[src/design/slfw_pkg.sv]
// Shared types, codes and sizes of the segment LCD serial frame writer.
package slfw_pkg;

    // Field widths of one input item and one result item.
    localparam int OP_W     = 3;
    localparam int ADDR_W   = 5;
    localparam int DATA_W   = 8;
    localparam int BIDX_W   = 2;
    localparam int BITS_W   = 9;
    localparam int LEN_W    = 4;
    localparam int NIBBLE_W = 4;

    // Default size of the display shadow in bytes.
    localparam int SHADOW_BYTES_DEF = 16;

    // Entries of the queue between the front and the back.
    localparam int QUEUE_DEPTH = 2;

    // Operation codes on the input channel.
    localparam logic [OP_W-1:0] OP_COMMAND = 3'd0;
    localparam logic [OP_W-1:0] OP_NIBBLE  = 3'd1;
    localparam logic [OP_W-1:0] OP_BYTE    = 3'd2;
    localparam logic [OP_W-1:0] OP_BIT     = 3'd3;
    localparam logic [OP_W-1:0] OP_CLEAR   = 3'd4;
    localparam logic [OP_W-1:0] OP_REFRESH = 3'd5;

    // Work kinds handed from the front to the back.
    localparam int KIND_W = 3;
    localparam logic [KIND_W-1:0] K_COMMAND = 3'd0;
    localparam logic [KIND_W-1:0] K_NIBBLE  = 3'd1;
    localparam logic [KIND_W-1:0] K_BYTE    = 3'd2;
    localparam logic [KIND_W-1:0] K_BIT     = 3'd3;
    localparam logic [KIND_W-1:0] K_CLEAR   = 3'd4;
    localparam logic [KIND_W-1:0] K_REFRESH = 3'd5;

    // One classified item waiting for the back.
    typedef struct packed {
        logic [KIND_W-1:0] kind;
        logic [ADDR_W-1:0] address;
        logic [DATA_W-1:0] data;
        logic [BIDX_W-1:0] bit_index;
        logic              bit_value;
    } t_cmd;

endpackage

[src/design/slfw_if.sv]
// Handshake interfaces for input items and output chunks.
interface slfw_item_if;
    import slfw_pkg::*;

    logic              valid;
    logic              ready;
    logic [OP_W-1:0]   op;
    logic [ADDR_W-1:0] address;
    logic [DATA_W-1:0] data;
    logic [BIDX_W-1:0] bit_index;
    logic              bit_value;

    modport source (output valid, op, address, data, bit_index, bit_value, input ready);
    modport sink   (input valid, op, address, data, bit_index, bit_value, output ready);
endinterface

interface slfw_chunk_if;
    import slfw_pkg::*;

    logic              valid;
    logic              ready;
    logic [BITS_W-1:0] chunk_bits;
    logic [LEN_W-1:0]  chunk_length;
    logic              frame_last;

    modport source (output valid, chunk_bits, chunk_length, frame_last, input ready);
    modport sink   (input valid, chunk_bits, chunk_length, frame_last, output ready);
endinterface

[src/design/segment_lcd_serial_frame_writer_core.sv]
// Segment LCD serial frame writer: item front end, queue and frame sequencer.
// Each accepted item of a known op code becomes one frame for the display controller,
// given out as chunks in wire order; writes and clear all also update the internal
// display shadow. The front end takes an item in any cycle the two-entry queue has
// room; op codes 6 and 7 are accepted and dropped. The back sequencer picks up a
// queued item in its idle state and then emits one chunk per cycle while the output
// side takes them: two chunks for a command, three for a nibble, byte or bit write,
// and SHADOW_BYTES + 2 (18 by default) for clear all and refresh. The chunk rate
// of the sequencer and the output register set the throughput. The shadow is zero
// after reset with no clearing pass; per-entry valid bits mark written nibbles.
module segment_lcd_serial_frame_writer_core #(
    parameter int SHADOW_BYTES = slfw_pkg::SHADOW_BYTES_DEF
) (
    input  logic          i_clk,
    input  logic          i_rst_n,
    slfw_item_if.sink     i_item,
    slfw_chunk_if.source  o_chunk
);
    import slfw_pkg::*;

    logic push;
    logic pop;
    logic full;
    logic empty;
    t_cmd front_cmd;
    t_cmd head_cmd;

    // Accept and classify.
    slfw_front u_front (
        .i_item (i_item),
        .i_full (full),
        .o_push (push),
        .o_cmd  (front_cmd)
    );

    // Decoupling queue.
    slfw_queue u_queue (
        .i_clk   (i_clk),
        .i_rst_n (i_rst_n),
        .i_push  (push),
        .i_cmd   (front_cmd),
        .i_pop   (pop),
        .o_full  (full),
        .o_empty (empty),
        .o_cmd   (head_cmd)
    );

    // Frame sequencer and display shadow.
    slfw_back #(
        .SHADOW_BYTES (SHADOW_BYTES)
    ) u_back (
        .i_clk   (i_clk),
        .i_rst_n (i_rst_n),
        .i_empty (empty),
        .i_cmd   (head_cmd),
        .o_pop   (pop),
        .o_chunk (o_chunk)
    );

endmodule

[src/design/slfw_front.sv]
// Front end: accepts items, drops unused op codes and classifies the rest.
module slfw_front (
    slfw_item_if.sink        i_item,
    input  logic             i_full,
    output logic             o_push,
    output slfw_pkg::t_cmd   o_cmd
);
    import slfw_pkg::*;

    logic w_known;

    // An item is taken whenever the queue has room; unknown codes are dropped.
    assign i_item.ready = !i_full;

    // Decode the op code into a work kind and trim the data it does not use.
    always_comb begin
        w_known         = 1'b1;
        o_cmd.kind      = K_COMMAND;
        o_cmd.address   = i_item.address;
        o_cmd.data      = i_item.data;
        o_cmd.bit_index = i_item.bit_index;
        o_cmd.bit_value = i_item.bit_value;
        unique case (i_item.op)
            OP_COMMAND: o_cmd.kind = K_COMMAND;
            OP_NIBBLE: begin
                o_cmd.kind = K_NIBBLE;
                o_cmd.data = {{(DATA_W-NIBBLE_W){1'b0}}, i_item.data[NIBBLE_W-1:0]};
            end
            OP_BYTE:    o_cmd.kind = K_BYTE;
            OP_BIT:     o_cmd.kind = K_BIT;
            OP_CLEAR:   o_cmd.kind = K_CLEAR;
            OP_REFRESH: o_cmd.kind = K_REFRESH;
            default:    w_known = 1'b0;
        endcase
    end

    assign o_push = i_item.valid && !i_full && w_known;

endmodule

[src/design/slfw_queue.sv]
// Short queue of classified items between the front and the back.
module slfw_queue (
    input  logic           i_clk,
    input  logic           i_rst_n,
    input  logic           i_push,
    input  slfw_pkg::t_cmd i_cmd,
    input  logic           i_pop,
    output logic           o_full,
    output logic           o_empty,
    output slfw_pkg::t_cmd o_cmd
);
    import slfw_pkg::*;

    localparam int PTR_W = (QUEUE_DEPTH > 1) ? $clog2(QUEUE_DEPTH) : 1;
    localparam int CNT_W = $clog2(QUEUE_DEPTH + 1);

    t_cmd             r_slot [QUEUE_DEPTH];
    logic [PTR_W-1:0] r_wr_ptr;
    logic [PTR_W-1:0] r_rd_ptr;
    logic [CNT_W-1:0] r_count;
    logic [PTR_W-1:0] n_wr_ptr;
    logic [PTR_W-1:0] n_rd_ptr;

    assign o_full  = (r_count == CNT_W'(QUEUE_DEPTH));
    assign o_empty = (r_count == '0);
    assign o_cmd   = r_slot[r_rd_ptr];

    // Pointers wrap at the depth, which need not be a power of two.
    always_comb begin
        n_wr_ptr = (r_wr_ptr == PTR_W'(QUEUE_DEPTH - 1)) ? '0 : r_wr_ptr + 1'b1;
        n_rd_ptr = (r_rd_ptr == PTR_W'(QUEUE_DEPTH - 1)) ? '0 : r_rd_ptr + 1'b1;
    end

    // Control state.
    always_ff @(posedge i_clk) begin
        if (!i_rst_n) begin
            r_wr_ptr <= '0;
            r_rd_ptr <= '0;
            r_count  <= '0;
        end else begin
            if (i_push) begin
                r_wr_ptr <= n_wr_ptr;
            end
            if (i_pop) begin
                r_rd_ptr <= n_rd_ptr;
            end
            if (i_push && !i_pop) begin
                r_count <= r_count + 1'b1;
            end else if (i_pop && !i_push) begin
                r_count <= r_count - 1'b1;
            end
        end
    end

    // Entry storage.
    always_ff @(posedge i_clk) begin
        if (i_push) begin
            r_slot[r_wr_ptr] <= i_cmd;
        end
    end

endmodule

[src/design/slfw_back.sv]
// Back end: frame sequencer, display shadow and output register.
module slfw_back #(
    parameter int SHADOW_BYTES = slfw_pkg::SHADOW_BYTES_DEF
) (
    input  logic             i_clk,
    input  logic             i_rst_n,
    input  logic             i_empty,
    input  slfw_pkg::t_cmd   i_cmd,
    output logic             o_pop,
    slfw_chunk_if.source     o_chunk
);
    import slfw_pkg::*;

    localparam int RW = (SHADOW_BYTES > 1) ? $clog2(SHADOW_BYTES) : 1;
    localparam int CMP_W = 6;

    // Sequencer states.
    localparam logic [2:0] S_IDLE = 3'd0;
    localparam logic [2:0] S_MODE = 3'd1;
    localparam logic [2:0] S_ADDR = 3'd2;
    localparam logic [2:0] S_DATA = 3'd3;
    localparam logic [2:0] S_WALK = 3'd4;

    // Mode prefixes of the two frame types.
    localparam logic [BITS_W-1:0] MODE_COMMAND = 9'd4;
    localparam logic [BITS_W-1:0] MODE_WRITE   = 9'd5;

    typedef logic [RW-1:0] t_row;

    function automatic logic [NIBBLE_W-1:0] rev4(input logic [NIBBLE_W-1:0] v);
        logic [NIBBLE_W-1:0] r;
        for (int k = 0; k < NIBBLE_W; k++) begin
            r[k] = v[NIBBLE_W-1-k];
        end
        return r;
    endfunction

    function automatic logic [DATA_W-1:0] rev8(input logic [DATA_W-1:0] v);
        logic [DATA_W-1:0] r;
        for (int k = 0; k < DATA_W; k++) begin
            r[k] = v[DATA_W-1-k];
        end
        return r;
    endfunction

    logic [2:0]          r_state, n_state;
    t_cmd                r_cmd;
    logic                r_ok;
    t_row                r_row, n_row;
    logic                r_o_valid;
    logic [BITS_W-1:0]   r_o_bits;
    logic [LEN_W-1:0]    r_o_len;
    logic                r_o_last;

    // Shadow in two banks of nibbles, even and odd addresses, one row per byte.
    logic [NIBBLE_W-1:0] r_mem_e [SHADOW_BYTES];
    logic [NIBBLE_W-1:0] r_mem_o [SHADOW_BYTES];
    logic [NIBBLE_W-1:0] r_rd_e;
    logic [NIBBLE_W-1:0] r_rd_o;
    logic [SHADOW_BYTES-1:0] r_ve;
    logic [SHADOW_BYTES-1:0] r_vo;

    logic                out_free;
    logic                load;
    logic [BITS_W-1:0]   ld_bits;
    logic [LEN_W-1:0]    ld_len;
    logic                ld_last;
    logic                we_e, we_o;
    t_row                wr_row_e, wr_row_o;
    logic [NIBBLE_W-1:0] wr_e, wr_o;
    logic                clr_valid;
    logic                in_ok;
    logic                walk_kind;
    logic                walk_last;
    logic                hi_ok;
    logic [NIBBLE_W-1:0] cur_e, cur_o, cur_nib, bit_nib;
    logic [DATA_W-1:0]   walk_byte;

    assign out_free = !r_o_valid || o_chunk.ready;
    assign o_pop    = (r_state == S_IDLE) && !i_empty;

    // Range checks on the addressed row and on the row above it.
    assign in_ok = (CMP_W'(i_cmd.address[ADDR_W-1:1]) < CMP_W'(SHADOW_BYTES));
    assign hi_ok = (r_cmd.address != '1) &&
                   ((CMP_W'(r_cmd.address[ADDR_W-1:1]) + CMP_W'(1)) < CMP_W'(SHADOW_BYTES));
    assign walk_kind = (r_cmd.kind == K_CLEAR) || (r_cmd.kind == K_REFRESH);
    assign walk_last = (r_row == RW'(SHADOW_BYTES - 1));

    // Current shadow contents at the sequencer's row; a row never written reads zero.
    assign cur_e   = r_ve[r_row] ? r_rd_e : '0;
    assign cur_o   = r_vo[r_row] ? r_rd_o : '0;
    assign cur_nib = !r_ok ? '0 : (r_cmd.address[0] ? cur_o : cur_e);

    // Read-modify-write of one bit of the addressed nibble.
    always_comb begin
        bit_nib = cur_nib;
        bit_nib[r_cmd.bit_index] = r_cmd.bit_value;
    end

    assign walk_byte = (r_cmd.kind == K_CLEAR) ? '0 : {cur_o, cur_e};

    // Sequencer: one chunk per cycle into the output register while it is free to load.
    always_comb begin
        n_state   = r_state;
        n_row     = r_row;
        load      = 1'b0;
        ld_bits   = '0;
        ld_len    = '0;
        ld_last   = 1'b0;
        we_e      = 1'b0;
        we_o      = 1'b0;
        wr_row_e  = r_row;
        wr_row_o  = r_row;
        wr_e      = r_cmd.data[NIBBLE_W-1:0];
        wr_o      = r_cmd.data[NIBBLE_W-1:0];
        clr_valid = 1'b0;
        unique case (r_state)
            S_IDLE: begin
                if (o_pop) begin
                    n_state = S_MODE;
                    if ((i_cmd.kind == K_CLEAR) || (i_cmd.kind == K_REFRESH) || !in_ok) begin
                        n_row = '0;
                    end else begin
                        n_row = t_row'(i_cmd.address[ADDR_W-1:1]);
                    end
                    clr_valid = (i_cmd.kind == K_CLEAR);
                end
            end
            S_MODE: begin
                if (out_free) begin
                    load    = 1'b1;
                    ld_len  = LEN_W'(3);
                    if (r_cmd.kind == K_COMMAND) begin
                        ld_bits = MODE_COMMAND;
                        n_state = S_DATA;
                    end else begin
                        ld_bits = MODE_WRITE;
                        n_state = S_ADDR;
                    end
                end
            end
            S_ADDR: begin
                if (out_free) begin
                    load   = 1'b1;
                    ld_len = LEN_W'(6);
                    if (walk_kind) begin
                        ld_bits = '0;
                        n_state = S_WALK;
                    end else begin
                        ld_bits = BITS_W'(r_cmd.address);
                        n_state = S_DATA;
                    end
                end
            end
            S_DATA: begin
                if (out_free) begin
                    load    = 1'b1;
                    ld_last = 1'b1;
                    n_state = S_IDLE;
                    case (r_cmd.kind)
                        K_COMMAND: begin
                            ld_bits = {r_cmd.data, 1'b0};
                            ld_len  = LEN_W'(9);
                        end
                        K_BYTE: begin
                            ld_bits = BITS_W'(rev8(r_cmd.data));
                            ld_len  = LEN_W'(8);
                            if (r_cmd.address[0]) begin
                                we_o     = r_ok;
                                we_e     = hi_ok;
                                wr_row_e = r_row + 1'b1;
                                wr_e     = r_cmd.data[DATA_W-1:NIBBLE_W];
                            end else begin
                                we_e = r_ok;
                                we_o = r_ok;
                                wr_o = r_cmd.data[DATA_W-1:NIBBLE_W];
                            end
                        end
                        K_BIT: begin
                            ld_bits = BITS_W'(rev4(bit_nib));
                            ld_len  = LEN_W'(4);
                            we_e    = r_ok && !r_cmd.address[0];
                            we_o    = r_ok && r_cmd.address[0];
                            wr_e    = bit_nib;
                            wr_o    = bit_nib;
                        end
                        default: begin
                            ld_bits = BITS_W'(rev4(r_cmd.data[NIBBLE_W-1:0]));
                            ld_len  = LEN_W'(4);
                            we_e    = r_ok && !r_cmd.address[0];
                            we_o    = r_ok && r_cmd.address[0];
                        end
                    endcase
                end
            end
            S_WALK: begin
                if (out_free) begin
                    load    = 1'b1;
                    ld_bits = BITS_W'(rev8(walk_byte));
                    ld_len  = LEN_W'(8);
                    ld_last = walk_last;
                    if (walk_last) begin
                        n_row   = '0;
                        n_state = S_IDLE;
                    end else begin
                        n_row = r_row + 1'b1;
                    end
                end
            end
            default: n_state = S_IDLE;
        endcase
    end

    // Control state, output valid and shadow valid bits.
    always_ff @(posedge i_clk) begin
        if (!i_rst_n) begin
            r_state   <= S_IDLE;
            r_row     <= '0;
            r_o_valid <= 1'b0;
            r_ve      <= '0;
            r_vo      <= '0;
        end else begin
            r_state <= n_state;
            r_row   <= n_row;
            if (load) begin
                r_o_valid <= 1'b1;
            end else if (o_chunk.ready) begin
                r_o_valid <= 1'b0;
            end
            if (clr_valid) begin
                r_ve <= '0;
                r_vo <= '0;
            end else begin
                if (we_e) begin
                    r_ve[wr_row_e] <= 1'b1;
                end
                if (we_o) begin
                    r_vo[wr_row_o] <= 1'b1;
                end
            end
        end
    end

    // Payload registers: held item and output chunk.
    always_ff @(posedge i_clk) begin
        if (o_pop) begin
            r_cmd <= i_cmd;
            r_ok  <= in_ok;
        end
        if (load) begin
            r_o_bits <= ld_bits;
            r_o_len  <= ld_len;
            r_o_last <= ld_last;
        end
    end

    // Even bank: one write and one registered read at the next row.
    always_ff @(posedge i_clk) begin
        if (we_e) begin
            r_mem_e[wr_row_e] <= wr_e;
        end
        r_rd_e <= r_mem_e[n_row];
    end

    // Odd bank: one write and one registered read at the next row.
    always_ff @(posedge i_clk) begin
        if (we_o) begin
            r_mem_o[wr_row_o] <= wr_o;
        end
        r_rd_o <= r_mem_o[n_row];
    end

    assign o_chunk.valid        = r_o_valid;
    assign o_chunk.chunk_bits   = r_o_bits;
    assign o_chunk.chunk_length = r_o_len;
    assign o_chunk.frame_last   = r_o_last;

endmodule

[src/flat_wrapper.sv]
// flat-port wrapper written by rule: the top's interface ports become plain ports
module segment_lcd_serial_frame_writer_core_flat import slfw_pkg::*;
#(
    parameter int SHADOW_BYTES = slfw_pkg::SHADOW_BYTES_DEF
)
  (i_clk, i_rst_n, i_item_valid, i_item_op, i_item_address, i_item_data, i_item_bit_index, i_item_bit_value, i_item_ready, o_chunk_valid, o_chunk_chunk_bits, o_chunk_chunk_length, o_chunk_frame_last, o_chunk_ready);
  slfw_item_if i_item_i ();
  slfw_chunk_if o_chunk_i ();
  input  logic i_clk;
  input  logic i_rst_n;
  input wire logic [$bits(i_item_i.valid)-1:0] i_item_valid;
  input wire logic [$bits(i_item_i.op)-1:0] i_item_op;
  input wire logic [$bits(i_item_i.address)-1:0] i_item_address;
  input wire logic [$bits(i_item_i.data)-1:0] i_item_data;
  input wire logic [$bits(i_item_i.bit_index)-1:0] i_item_bit_index;
  input wire logic [$bits(i_item_i.bit_value)-1:0] i_item_bit_value;
  output wire logic [$bits(i_item_i.ready)-1:0] i_item_ready;
  output wire logic [$bits(o_chunk_i.valid)-1:0] o_chunk_valid;
  output wire logic [$bits(o_chunk_i.chunk_bits)-1:0] o_chunk_chunk_bits;
  output wire logic [$bits(o_chunk_i.chunk_length)-1:0] o_chunk_chunk_length;
  output wire logic [$bits(o_chunk_i.frame_last)-1:0] o_chunk_frame_last;
  input wire logic [$bits(o_chunk_i.ready)-1:0] o_chunk_ready;
  assign i_item_i.valid = i_item_valid;
  assign i_item_i.op = i_item_op;
  assign i_item_i.address = i_item_address;
  assign i_item_i.data = i_item_data;
  assign i_item_i.bit_index = i_item_bit_index;
  assign i_item_i.bit_value = i_item_bit_value;
  assign i_item_ready = i_item_i.ready;
  assign o_chunk_valid = o_chunk_i.valid;
  assign o_chunk_chunk_bits = o_chunk_i.chunk_bits;
  assign o_chunk_chunk_length = o_chunk_i.chunk_length;
  assign o_chunk_frame_last = o_chunk_i.frame_last;
  assign o_chunk_i.ready = o_chunk_ready;
  segment_lcd_serial_frame_writer_core #(.SHADOW_BYTES(SHADOW_BYTES)) u_core (.i_clk(i_clk), .i_rst_n(i_rst_n), .i_item(i_item_i), .o_chunk(o_chunk_i));
endmodule
[config.mk]
export PLATFORM = sky130hd
export DESIGN_NAME = segment_lcd_serial_frame_writer_core_flat
export DESIGN_NICKNAME = d
export VERILOG_FILES = /design/src/design/slfw_pkg.sv /design/src/design/slfw_if.sv /design/src/design/segment_lcd_serial_frame_writer_core.sv /design/src/design/slfw_front.sv /design/src/design/slfw_queue.sv /design/src/design/slfw_back.sv /design/src/flat_wrapper.sv
export SDC_FILE = /design/constraint.sdc
export NUM_CORES = 1
export LEC_CHECK = 0
export ABC_AREA = 1
export ABC_CLOCK_PERIOD_IN_PS = 7300
export BUFFER_PORTS_ARGS = -buffer_cell sky130_fd_sc_hd__buf_2
export CORE_MARGIN = 2
export CORE_UTILIZATION = 50
export CTS_CLUSTER_SIZE = 40
export DETAILED_ROUTE_END_ITERATION = 10
export PLACE_DENSITY = 0.66
export SKIP_LAST_GASP = 1
export SLEW_MARGIN = 20
export SYNTH_ARGS = -nofsm -noshare
export SYNTH_HDL_FRONTEND = slang
export SYNTH_SLANG_ARGS = --single-unit
[constraint.sdc]
create_clock -name i_clk -period 7.3 [get_ports i_clk]
set_clock_uncertainty 0.1 [all_clocks]
set_input_delay 1.46 -clock i_clk [delete_from_list [all_inputs] [get_ports i_clk]]
set_output_delay 1.46 -clock i_clk [all_outputs]
set_load 0.05 [all_outputs]
# After elaboration in Yosys (flattened, before gate mapping)

Memory sizes are Yosys's and may differ from the RTL's. A register that Yosys moved wholly into a read port is not among the register bits.
Index checks and enable logic that the tools add are counted.

Bits in registers: 77
Bits in latches: 0
Memory bits (writable): 166
Bits in read-only memories: 0
Input bits: 23
Output and inout port bits: 16
Word-level logic and storage cells: 172
Memories kept: 3

Memories:

| name                  | words | width | read ports | clocked after Yosys merged registers in | wr ports | line             | text |
|---|---|---|---|---|---|---|---|
| u_core.u_back.r_mem_e | 16    | 4     | 1          | 1                                       | 1        | slfw_back.sv:56  | `logic [NIBBLE_W-1:0] r_mem_e [SHADOW_BYTES];` |
| u_core.u_back.r_mem_o | 16    | 4     | 1          | 1                                       | 1        | slfw_back.sv:57  | `logic [NIBBLE_W-1:0] r_mem_o [SHADOW_BYTES];` |
| u_core.u_queue.r_slot | 2     | 19    | 1          | 1                                       | 1        | slfw_queue.sv:17 | `t_cmd r_slot [QUEUE_DEPTH];` |

Add/sub/neg operators: 6
Multipliers: 0
Divide/modulo/power cells: 0
Magnitude comparators: 7
Equality and inequality tests: 24
Shifts and indexed selects: 0
Muxes and demuxes: 85
Bitwise operators: 3
Reductions and logical operators: 28

Operators with widths:

| operator                                                              | number |
|---|---|
| 4-bit two-way mux                                                     | 19 |
| 9-bit case mux with 4 select lines                                    | 1 |
| 16-bit OR                                                             | 2 |
| 4-bit case mux with 2 select lines                                    | 4 |
| 1-bit two-way mux                                                     | 30 |
| 3-bit case mux with 5 select lines                                    | 2 |
| 3-bit two-way mux                                                     | 9 |
| 9-bit case mux with 3 select lines                                    | 1 |
| 8-bit two-way mux                                                     | 3 |
| 3-bit == test, second input constant                                  | 7 |
| 3-bit by 2-bit == test with 1-bit output, second input constant       | 6 |
| 4-bit case mux with 4 select lines                                    | 1 |
| 4-bit by 5-bit < comparator with 1-bit output, second input constant  | 2 |
| 5-bit two-way mux                                                     | 2 |
| 2-bit inequality test, second input constant                          | 5 |
| 1-bit logical AND                                                     | 9 |
| 3-bit logical NOT                                                     | 3 |
| 9-bit two-way mux                                                     | 1 |
| 1-bit binary-select mux with 4-bit select                             | 2 |
| 1-bit demux with 4-bit select                                         | 2 |
| 4-bit by 1-bit >= comparator with 1-bit output, second input constant | 2 |
| 3-bit by 1-bit == test with 1-bit output, second input constant       | 2 |
| 1-bit logical NOT                                                     | 6 |
| 2-bit two-way mux                                                     | 3 |
| 23 further kinds                                                      | 29 |

# Logic depth before layout (Yosys ltp)

Gate-level depths: netlist of the first run.

Word-level depth: 10
Gate-level depth with buffers: 15
Mapped depth without buffers: 14

# By module

Synthesis of the first run repeated with hierarchy kept, for this count alone.

Cells, all modules: 1,134
Area total of the unflattened synthesis: 11,369.7 sq um

Modules (own cells, without submodules):

| module     | times used | cells each | area each (sq um) |
|---|---|---|---|
| slfw_back  | 1          | 1,008      | 9,546.7 |
| slfw_queue | 1          | 94         | 1,651.6 |
| slfw_front | 1          | 32         | 171.4 |

# Least setup slack after synthesis of the first run

No wires, ideal clock.

Path kind: in2reg
From: input o_chunk_ready
To: memory u_core.u_back.r_mem_o[0][3], data pin
Setup time: 0.336 ns
Arrival: 2.616 ns
Data required time: 6.864 ns
Setup slack: 4.248 ns
Stages on the path: 5
Path buffers: 0
Cell sequence: nor2_4 -> nor2_4 -> nand2_1 -> a221oi_1 -> a21boi_0

Longest elaborated chain between the ends: 3

RTL lines:

| item                            | line               | text |
|---|---|---|
| start: declaration              | flat_wrapper.sv:22 | `input wire logic [$bits(o_chunk_i.ready)-1:0] o_chunk_ready;` |
| 1-bit logical OR                | slfw_back.sv:79    | `assign out_free = !r_o_valid \|\| o_chunk.ready;` |
| 4-bit two-way mux               | slfw_back.sv:156   | `if (out_free) begin` |
| 4-bit two-way mux               | slfw_back.sv:117   | `unique case (r_state)` |
| named net u_core.u_back.wr_o[3] | slfw_back.sv:70    | `logic [NIBBLE_W-1:0] wr_e, wr_o;` |
| end: declaration                | slfw_back.sv:57    |  |

The timed path passes the listed nets, and every way through them passes these cells.

==> flow_summary.ini, run 1 <==
[setup_path]
critPathRequiredTime_ps = 7670
worstPathMaxFanout = 65
critPathArrivalTime_ps = 4060
worst-setup-path-type = flop to flop
startpoint_type = flop
endpoint_kind = flop

[sta]
slew_violations = 0
rsz0062_at_grt = false
final_hold_viol_count = 0
fin_crit_ps = 3680
fin_crit_sh = 0.505
final.setup.tns_ps = 0
max_slew.worst_pin.slew_ps = 1020
finalSetupViolations = 0
slew_headroom = 0.320
clock.fmax_mhz = 271

[power]
p_per_area_mw_per_mm2 = 414
p_leak_uw = 0.00559
ir_worst_vdd_v = 0.000299

[logic_synthesis]
ys_warn_count = 0
synthTopCellsByArea = edfxtp_1, dfxtp_1, inv_1, nand2_1, nand3_1
synthArstFlopShare = 0
yosysSeqAreaShare = 0.598
ys_ff_latch = 252
synthFlopType = edfxtp_1
synth_top_cell_by_area = edfxtp_1
ys_types = 45
syn_avg_cell_area_um2 = 9.56
netlist_instances = 1231
synth_area_mm2 = 0.0118
synth_edf_count = 199
yosysTopAreaCellShare = 0.508
syn_nets = 1259

[placement]
io_buffers = 38
place_hpwl_mm = 17.5
placed_cell_area_mm2 = 0.0121
place_congestion = 0.917

[cells_and_area]
antennaDiodeCount = 0
final_common_cell = inv_1
final_cell_mix = inv_1, nand2_1, edfxtp_1, nand3_1, nand4_1
post-route-util = 0.563
fin_area_mm2 = 0.0131
fin_nets = 1287
area_growth_syn_to_layout_pct = 11.2
filler_cell_count = 2082
drive_gt1_frac = 0.124

[detailed_routing]
dr.pass1.iters = 5
dr.first_iter.drc_count = 774
via_per_inst = 5.21
routed_wl_mm = 26.2
ant_nets = 0
dr_total_vias = 8320
drc = 0
wl_per_cell_um = 16.4

[die]
die_h_um = 157
fp-row-count = 56
die_w_um = 157
dieArea_mm2 = 0.0248
io_pins = 39
core_mm2 = 0.0233
start_util = 0.506

[global_route]
grt_pass1_wl_mm = 41.8
grt_pass1_vias = 7762
gr-total-overflow = 0
antenna_found_initial = 0
grt_util_all_layers = 0.216
grt_max_degree = 66

[cts]
cts_root_buffer = clkbuf_16
cts_setup_buffers = 0
cts_tree = built
clockBufferDepth = 3
hold_buffers = 0
clk_latency_ps = 540
cts_resized = 0
clk_transition_reported_paths_ps = 60
clock_sinks = 252
cts_buffers = 27
h-tree-depth = 1

[flow_run]
drv_cap = 0

[worst_hold_path]
worstHoldPathType = flop to flop
hp-start = u_core.u_queue.r_rd_ptr$_SDFFE_PN0P_

[run_status]
status = complete, no violations
## layer usage
metal	vias to the layer above	GRT usage	routed length, um
met5	-	0	0
met4	0	0.0771	780
met3	47	0.0330	1720
met2	296	0.329	11800
met1	3852	0.314	11900
li1	4125	-	-
## synth_stat cells, types with 10 or more instances
library cell	count
nand2_1	228
a21oi_1	44
edfxtp_1	199
o21ai_0	24
inv_2	14
nor2_1	55
nand3_1	151
buf_4	10
buf_2	19
mux2_2	15
dfxtp_1	53
inv_1	257
clkbuf_1	11
nand4_1	67
## cell type report
| class | instances | area, um^2 | share of cell area |
|---|---|---|---|
| clock buffers | 32 | 714 | 0.0546 |
| clock inverters | 17 | 229 | 0.0175 |
| inverters | 271 | 1020 | 0.0777 |
| multi-input cells | 660 | 3440 | 0.263 |
| flip-flops and latches | 252 | 7040 | 0.538 |
| well taps | 319 | 399 | 0.0305 |
| repair buffers | 47 | 258 | 0.0197 |
## worst paths after layout
path / to / slack (ps) / depth (start not counted)
max: u_core.u_back.r_rd_e[2]$_DFF_P_ / 3620 / 12
min: flop / 350 / 1
max reg2reg: u_core.u_back.r_rd_e[2]$_DFF_P_ / 3620 / 12
min reg2reg: flop / 350 / 1
## critical path, stage by stage (launching register included)
cell and delay [ps]:
dfxtp_1 910, nand2_1 130, o21ai_1 200, a21oi_2 130, nand2_2 70, buf_4 550, nand3_2 490, buf_4 450
nand2_1 120, nand3_1 70, nand3_1 100, nand3_1 140, nand2_1 100
## per-stage QoR
step / cells / power (uW) / setup slack (ps) / hold slack, ps
finish: 1598 / 5420 / 3620 / 351
global route: 1598 / 5740 / 3190 / 369
global placement: 1549 / 3980 / 3140 / 334
detailed placement: 1549 / 4000 / 3110 / 347
CTS: 1598 / 5430 / 3580 / 346
floorplan: 1231 / 3530 / 4250 / 326
## state kept, by name, summed over array words and instances (netlist names), named ones only
name                                flops
u_core.u_back.r_cmd                    19
u_core.u_back.r_row                     4
u_core.u_queue.r_wr_ptr                 1
u_core.u_back.r_state                   3
u_core.u_back.r_mem_o                  64
u_core.u_back.o_chunk.frame_last        1
u_core.u_queue.r_count                  2
u_core.u_back.r_rd_o                    4
u_core.u_back.r_rd_e                    4
u_core.u_queue.r_rd_ptr                 1
u_core.u_back.o_chunk.valid             1
u_core.u_queue.r_slot                  38
u_core.u_back.o_chunk.chunk_length      4
u_core.u_back.r_vo                     16
u_core.u_back.o_chunk.chunk_bits        9
u_core.u_back.r_ve                     16
u_core.u_back.r_mem_e                  64
## report_power, final
group / internal (uW) / switching (uW)
Combinational: 541 / 1430
Clock: 877 / 556
Sequential: 1860 / 153
## cell families after synthesis
group | Yosys count | synth area share
simple gates | 539 | 0.218
buf+inv | 319 | 0.112
flops | 252 | 0.598
compound gates | 99 | 0.0511
mux | 15 | 0.0144
fa+ha+maj | 5 | 0.00532
xor+xnor | 2 | 0.00149
Power figures use the tool's default switching activity.
==> inputs of run 2 (changes only) <==
--- a/config.mk
+++ b/config.mk
@@ -6,7 +6,7 @@
 export NUM_CORES = 1
 export LEC_CHECK = 0
 export ABC_AREA = 1
-export ABC_CLOCK_PERIOD_IN_PS = 7300
+export ABC_CLOCK_PERIOD_IN_PS = 3650
 export BUFFER_PORTS_ARGS = -buffer_cell sky130_fd_sc_hd__buf_2
 export CORE_MARGIN = 2
 export CORE_UTILIZATION = 50
==> constraint.sdc (replaced) <==
create_clock -name i_clk -period 3.65 [get_ports i_clk]
set_clock_uncertainty 0.1 [all_clocks]
set_input_delay 0.73 -clock i_clk [delete_from_list [all_inputs] [get_ports i_clk]]
set_output_delay 0.73 -clock i_clk [all_outputs]
set_load 0.05 [all_outputs]
==> run 2 against run 1 <==
Compared with the run above:
- combinational power up 110%
- routed wire length up 4.4%
- global-route usage up 0.64 points
- largest power group is now combinational logic
- non-clock buffer count up 13
- worst hold slack worse by 71 ps
- final cell count up 0.88%
- critical path depth up 1
- utilization up 0.63 points
- fmax up 21%
==> flow_summary.ini, run 2 (synthesis gave the netlist of run 1 again) <==
[detailed_routing]
routed_wl_mm = 27.3
dr.first_iter.drc_count = 725
wl_per_cell_um = 17.0
dr.pass1.iters = 5
dr_total_vias = 8436
via_per_inst = 5.23
ant_nets = 0
drc = 0

[sta]
clock.fmax_mhz = 328
final.setup.tns_ps = 0
finalSetupViolations = 0
slew_violations = 0
slew_headroom = 0.367
fin_ws_ps = 604
fin_crit_ps = 3050
fin_crit_sh = 0.834
final_hold_viol_count = 0
rsz0062_at_grt = false
max_slew.worst_pin.slew_ps = 942

[cts]
h-tree-depth = 1
clock_sinks = 252
cts_setup_buffers = 0
clk_latency_ps = 530
clockBufferDepth = 3
cts_tree = built
hold_buffers = 0
cts_buffers = 27
cts_resized = 0
cts_root_buffer = clkbuf_16
clk_transition_reported_paths_ps = 60

[die]
die_w_um = 157
io_pins = 39
fp-row-count = 56
start_util = 0.506
die_h_um = 157
dieArea_mm2 = 0.0248
core_mm2 = 0.0233

[setup_path]
r2r_slack_ps = 600
crit_slowest_cell = dfxtp_1
r2r_end = u_core.u_back.r_mem_e[10][2]$_DFFE_PP_
r2r-start = u_core.u_back.r_row[1]$_SDFF_PN0_
worstPathMaxFanout = 16
critPathArrivalTime_ps = 3040
reg2reg_depth = 13
critPathRequiredTime_ps = 3640
cpMostUsedCell = nand2_1
cp_slowest_stage_delay_ps = 630
endpoint_kind = flop
startpoint_type = flop
path_cells = inv_1, nand3_1, nand2_1, nand2_1, nand2_1, inv_1, nand2_1, nand3_1, nand3_1, nand2_1, nand2_1, nand2_1, nand2_1
worst-setup-path-type = flop to flop

[placement]
place_congestion = 0.927
dp_slack_ps = 652
place_hpwl_mm = 18.5
io_buffers = 38

[cells_and_area]
fin_nets = 1300
antennaDiodeCount = 0
largestRegisters = u_core.u_back.r_mem_e (64), u_core.u_back.r_mem_o (64), u_core.u_queue.r_slot (38)
post-route-util = 0.569
area_growth_syn_to_layout_pct = 12.5
drive_gt1_frac = 0.132
final_cell_mix = inv_1, nand2_1, edfxtp_1, nand3_1, nand4_1
final_common_cell = inv_1

[power]
p_per_area_mw_per_mm2 = 845
ir_worst_vdd_v = 0.000505
p_leak_uw = 0.00570
total_power_uw = 11200

[flow_run]
drv_cap = 0

[global_route]
grt_pass1_wl_mm = 42.8
grt_pass1_vias = 8058
antenna_found_initial = 0
grt_max_degree = 41
grt_util_all_layers = 0.222
gr-total-overflow = 0

[worst_hold_path]
worstHoldPathType = input port to flop
whs_endpoint = u_core.u_queue.r_slot[1][0]$_DFFE_PP_
hp-start = i_item_bit_value
whs_path_depth = 1

[run_status]
status = complete, no violations
## run 2: cell count changes in the layout (fill, tap and decap cells not counted), sizes merged
cell,previous run,this run
buf,47,60
clkinv,6,8
bufinv,5,7
clkinvlp,4,1
## run 2: cell type report
| class | count | area, um^2 |
|---|---|---|
| repair buffers | 60 | 355 |
| fillers | 2026 | 10000 |
| flip-flops and latches | 252 | 7040 |
| clock inverters | 18 | 275 |
| clock buffers | 32 | 724 |
| well taps | 319 | 399 |
| multi-input cells | 660 | 3430 |
| inverters | 271 | 1020 |
## run 2: routing by layer
metal | vias to the layer above | part of all wire | track usage | wire length (um)
met4 | 0 | 0.028 | 0.0762 | 754
met3 | 43 | 0.061 | 0.0264 | 1660
met1 | 3972 | 0.45 | 0.315 | 12200
met2 | 269 | 0.47 | 0.356 | 12800
li1 | 4152 | - | - | -
met5 | - | 0 | 0 | 0
## run 2: stage by stage
step	instances	instance area, um^2	hold WS, ps
after floorplan	1231	11800	326
after global placement	1562	12200	338
after detailed placement	1562	12200	345
after CTS	1612	13200	259
after global routing	1612	13200	268
final	1612	13200	280
## run 2: report_power, final
group | internal [uW] | switching [uW]
sequential | 3730 | 306
clock | 1910 | 1100
combinational | 1180 | 2960
## run 2: how the worst max path moves through the flow
stage                                       from                                endpoint  slack (ps)  cells past startpoint
2_1_floorplan  u_core.u_back.r_row[1]$_SDFF_PN0_   u_core.u_back.r_mem_o[0][3]$_DFFE_PP_        1130                     13
3_3_place_gp   u_core.u_back.r_row[1]$_SDFF_PN0_   u_core.u_back.r_mem_e[1][2]$_DFFE_PP_         670                     13
3_5_place_dp   u_core.u_back.r_row[1]$_SDFF_PN0_   u_core.u_back.r_mem_e[0][2]$_DFFE_PP_         650                     13
4_1_cts        u_core.u_back.r_row[1]$_SDFF_PN0_   u_core.u_back.r_mem_e[3][2]$_DFFE_PP_         630                     13
5_1_grt        u_core.u_back.r_row[1]$_SDFF_PN0_   u_core.u_back.r_mem_e[0][0]$_DFFE_PP_         350                     13
6_report       u_core.u_back.r_row[1]$_SDFF_PN0_  u_core.u_back.r_mem_e[10][2]$_DFFE_PP_         600                     13
## run 2: critical path, delay by kind of cell (launching register included)
family        cells  cell delay [ps]
buf+inv           2              420
flops             1              630
simple gates     11             1440
==> inputs of run 3 (changes only) <==
--- a/config.mk
+++ b/config.mk
@@ -6,7 +6,7 @@
 export NUM_CORES = 1
 export LEC_CHECK = 0
 export ABC_AREA = 1
-export ABC_CLOCK_PERIOD_IN_PS = 3650
+export ABC_CLOCK_PERIOD_IN_PS = 3050
 export BUFFER_PORTS_ARGS = -buffer_cell sky130_fd_sc_hd__buf_2
 export CORE_MARGIN = 2
 export CORE_UTILIZATION = 50
==> constraint.sdc (replaced) <==
create_clock -name i_clk -period 3.05 [get_ports i_clk]
set_clock_uncertainty 0.1 [all_clocks]
set_input_delay 0.61 -clock i_clk [delete_from_list [all_inputs] [get_ports i_clk]]
set_output_delay 0.61 -clock i_clk [all_outputs]
set_load 0.05 [all_outputs]
==> run 3 against run 2 <==
Compared with the run above:
- routed wire length increased by 1.7%
- global-route usage increased by 0.40 points
- critical path depth unchanged
- worst setup slack got worse by 280 ps
- combinational power increased by 20%
- non-clock buffer count decreased by 2
- sequential share of layout area increased by 0.46 points
- worst hold slack got worse by 94 ps
- count of clock-buffer cells in the layout increased by 4
- via count increased by 0.64%
- first-iteration DRC count increased by 25%
- final cell count decreased by 0.19%
- critical endpoint is now u_core.u_back.r_mem_e[6][2]$_DFFE_PP_
- largest power group unchanged
==> flow_summary.ini, run 3 (synthesis gave the netlist of run 1 again) <==
[power]
p_per_area_mw_per_mm2 = 985
clkPwrFrac = 0.244
p_comb_frac = 0.385
p_switching_uw = 5170
p_leak_uw = 0.00565
ir_worst_vdd_v = 0.000576
total_power_uw = 12900
power_frac_seq = 0.371
netSwitchingFraction = 0.400
p_int_uw = 7760

[cts]
clk_latency_ps = 520
clk_transition_reported_paths_ps = 60
hold_buffers = 0
cts_root_buffer = clkbuf_16
cts_setup_buffers = 0
clock_sinks = 252
cts_tree = built
h-tree-depth = 1
cts_buffers = 27
clockBufferDepth = 3

[setup_path]
worst-setup-path-type = flop to flop
cp_slowest_stage_delay_ps = 540
endpoint_kind = flop
crit_slowest_cell = dfxtp_1
critPathArrivalTime_ps = 2860
startpoint_type = flop
path_cells = buf_4, o21ai_0, o21ai_0, nand2_1, nand2_1, inv_1, nand2_1, nand3_1, nand3_1, nand2_1, nand2_1, nand2_1, nand2_1
worstPathMaxFanout = 16
critPathRequiredTime_ps = 3190
cpMostUsedCell = nand2_1

[placement]
place_congestion = 0.962
place_hpwl_mm = 18.7
io_buffers = 38

[global_route]
grt_util_all_layers = 0.226
grt_pass1_vias = 8002
grt_max_degree = 65
grt_pass1_wl_mm = 43.3
top_usage_layer = met2
gr-total-overflow = 0
met3_usage = 0.0281
use_met2 = 0.365
gr-usage-met1 = 0.322
antenna_found_initial = 0

[detailed_routing]
dr.first_iter.drc_count = 907
ant_nets = 0
routed_wl_mm = 27.8
wl_per_cell_um = 17.3
dr.pass1.iters = 5
drc = 0
dr_total_vias = 8490
via_per_inst = 5.28

[die]
core_mm2 = 0.0233
io_pins = 39
die_w_um = 157
fp-row-count = 56
dieArea_mm2 = 0.0248
start_util = 0.506
die_h_um = 157

[worst_hold_path]
worstHoldPathType = input port to flop

[cells_and_area]
fin_nets = 1298
area_growth_syn_to_layout_pct = 11.5
drive_gt1_frac = 0.129
final_cell_mix = inv_1, nand2_1, edfxtp_1, nand3_1, nand4_1
final_common_cell = inv_1
largestRegisters = u_core.u_back.r_mem_e (64), u_core.u_back.r_mem_o (64), u_core.u_queue.r_slot (38)
antennaDiodeCount = 0

[sta]
fin_crit_ps = 2720
max_slew.worst_pin.slew_ps = 862
final.setup.tns_ps = 0
slew_headroom = 0.421
finalSetupViolations = 0
slew_violations = 0
rsz0062_at_grt = false
fin_crit_sh = 0.893
final_hold_viol_count = 0
clock.fmax_mhz = 367

[flow_run]
drv_cap = 0

[run_status]
status = complete, no violations
-- run 3: repair_timing --
| item | CTS | global route |
|---|---|---|
| endpoints found under the setup margin | 0 | 2 |
| resized for setup | 0 | 1 |
| hold endpoints to repair | 0 | 0 |
-- run 3: area by class of cell --
class / instances / area (um^2)
sequential: 252 / 7040
clock buffer: 36 / 739
inverter: 271 / 1020
multi-input combinational: 660 / 3430
timing repair buffer: 58 / 378
fill: 2077 / 10100
clock inverter: 13 / 121
tap: 319 / 399
-- run 3: path summary, 6_finish.rpt --
| kind | from | endpoint | slack (ps) | cells past startpoint |
|---|---|---|---|---|
| worst max-delay path | u_core.u_back.r_row[0]$_SDFF_PN0_ | u_core.u_back.r_mem_e[6][2]$_DFFE_PP_ | 330 | 13 |
| worst min-delay path | i_item_address[4] | u_core.u_queue.r_slot[1][15]$_DFFE_PP_ | 190 | 1 |
| worst max register to register | u_core.u_back.r_row[0]$_SDFF_PN0_ | u_core.u_back.r_mem_e[6][2]$_DFFE_PP_ | 330 | 13 |
| worst min register to register | u_core.u_queue.r_rd_ptr$_SDFFE_PN0P_ | flop | 350 | 1 |
-- run 3: metal layers --
metal / share of wire / vias up
li1: - / 4150
met2: 0.47 / 306
met4: 0.024 / 0
met5: 0 / -
met1: 0.44 / 3990
met3: 0.062 / 44
-- run 3: power by group through the flow --
stage,registers [uW],clock network [uW],logic (uW)
global placement,4860,0,4880
finish,4800,3160,4970
floorplan,5080,0,3360
detailed placement,4860,0,4920
global route,4840,3340,5500
CTS,4790,3200,4950
-- run 3: worst max-delay path: cells and delay by family, from the launching register on --
family / cells / cell delay [ps]
compound gates: 2 / 260
flops: 1 / 540
buf+inv: 2 / 320
simple gates: 9 / 1190
-- run 3: through the flow --
stage / hold slack, ps / instances / cell area [um^2] / setup slack [ps] / util
after global placement: 331 / 1560 / 12300 / 361 / 0.527
final: 186 / 1609 / 13100 / 328 / 0.564
after detailed placement: 344 / 1560 / 12300 / 373 / 0.527
after CTS: 167 / 1609 / 13100 / 358 / 0.564
after global routing: 173 / 1609 / 13100 / 28.9 / 0.564
after floorplan: 326 / 1231 / 11800 / 531 / -
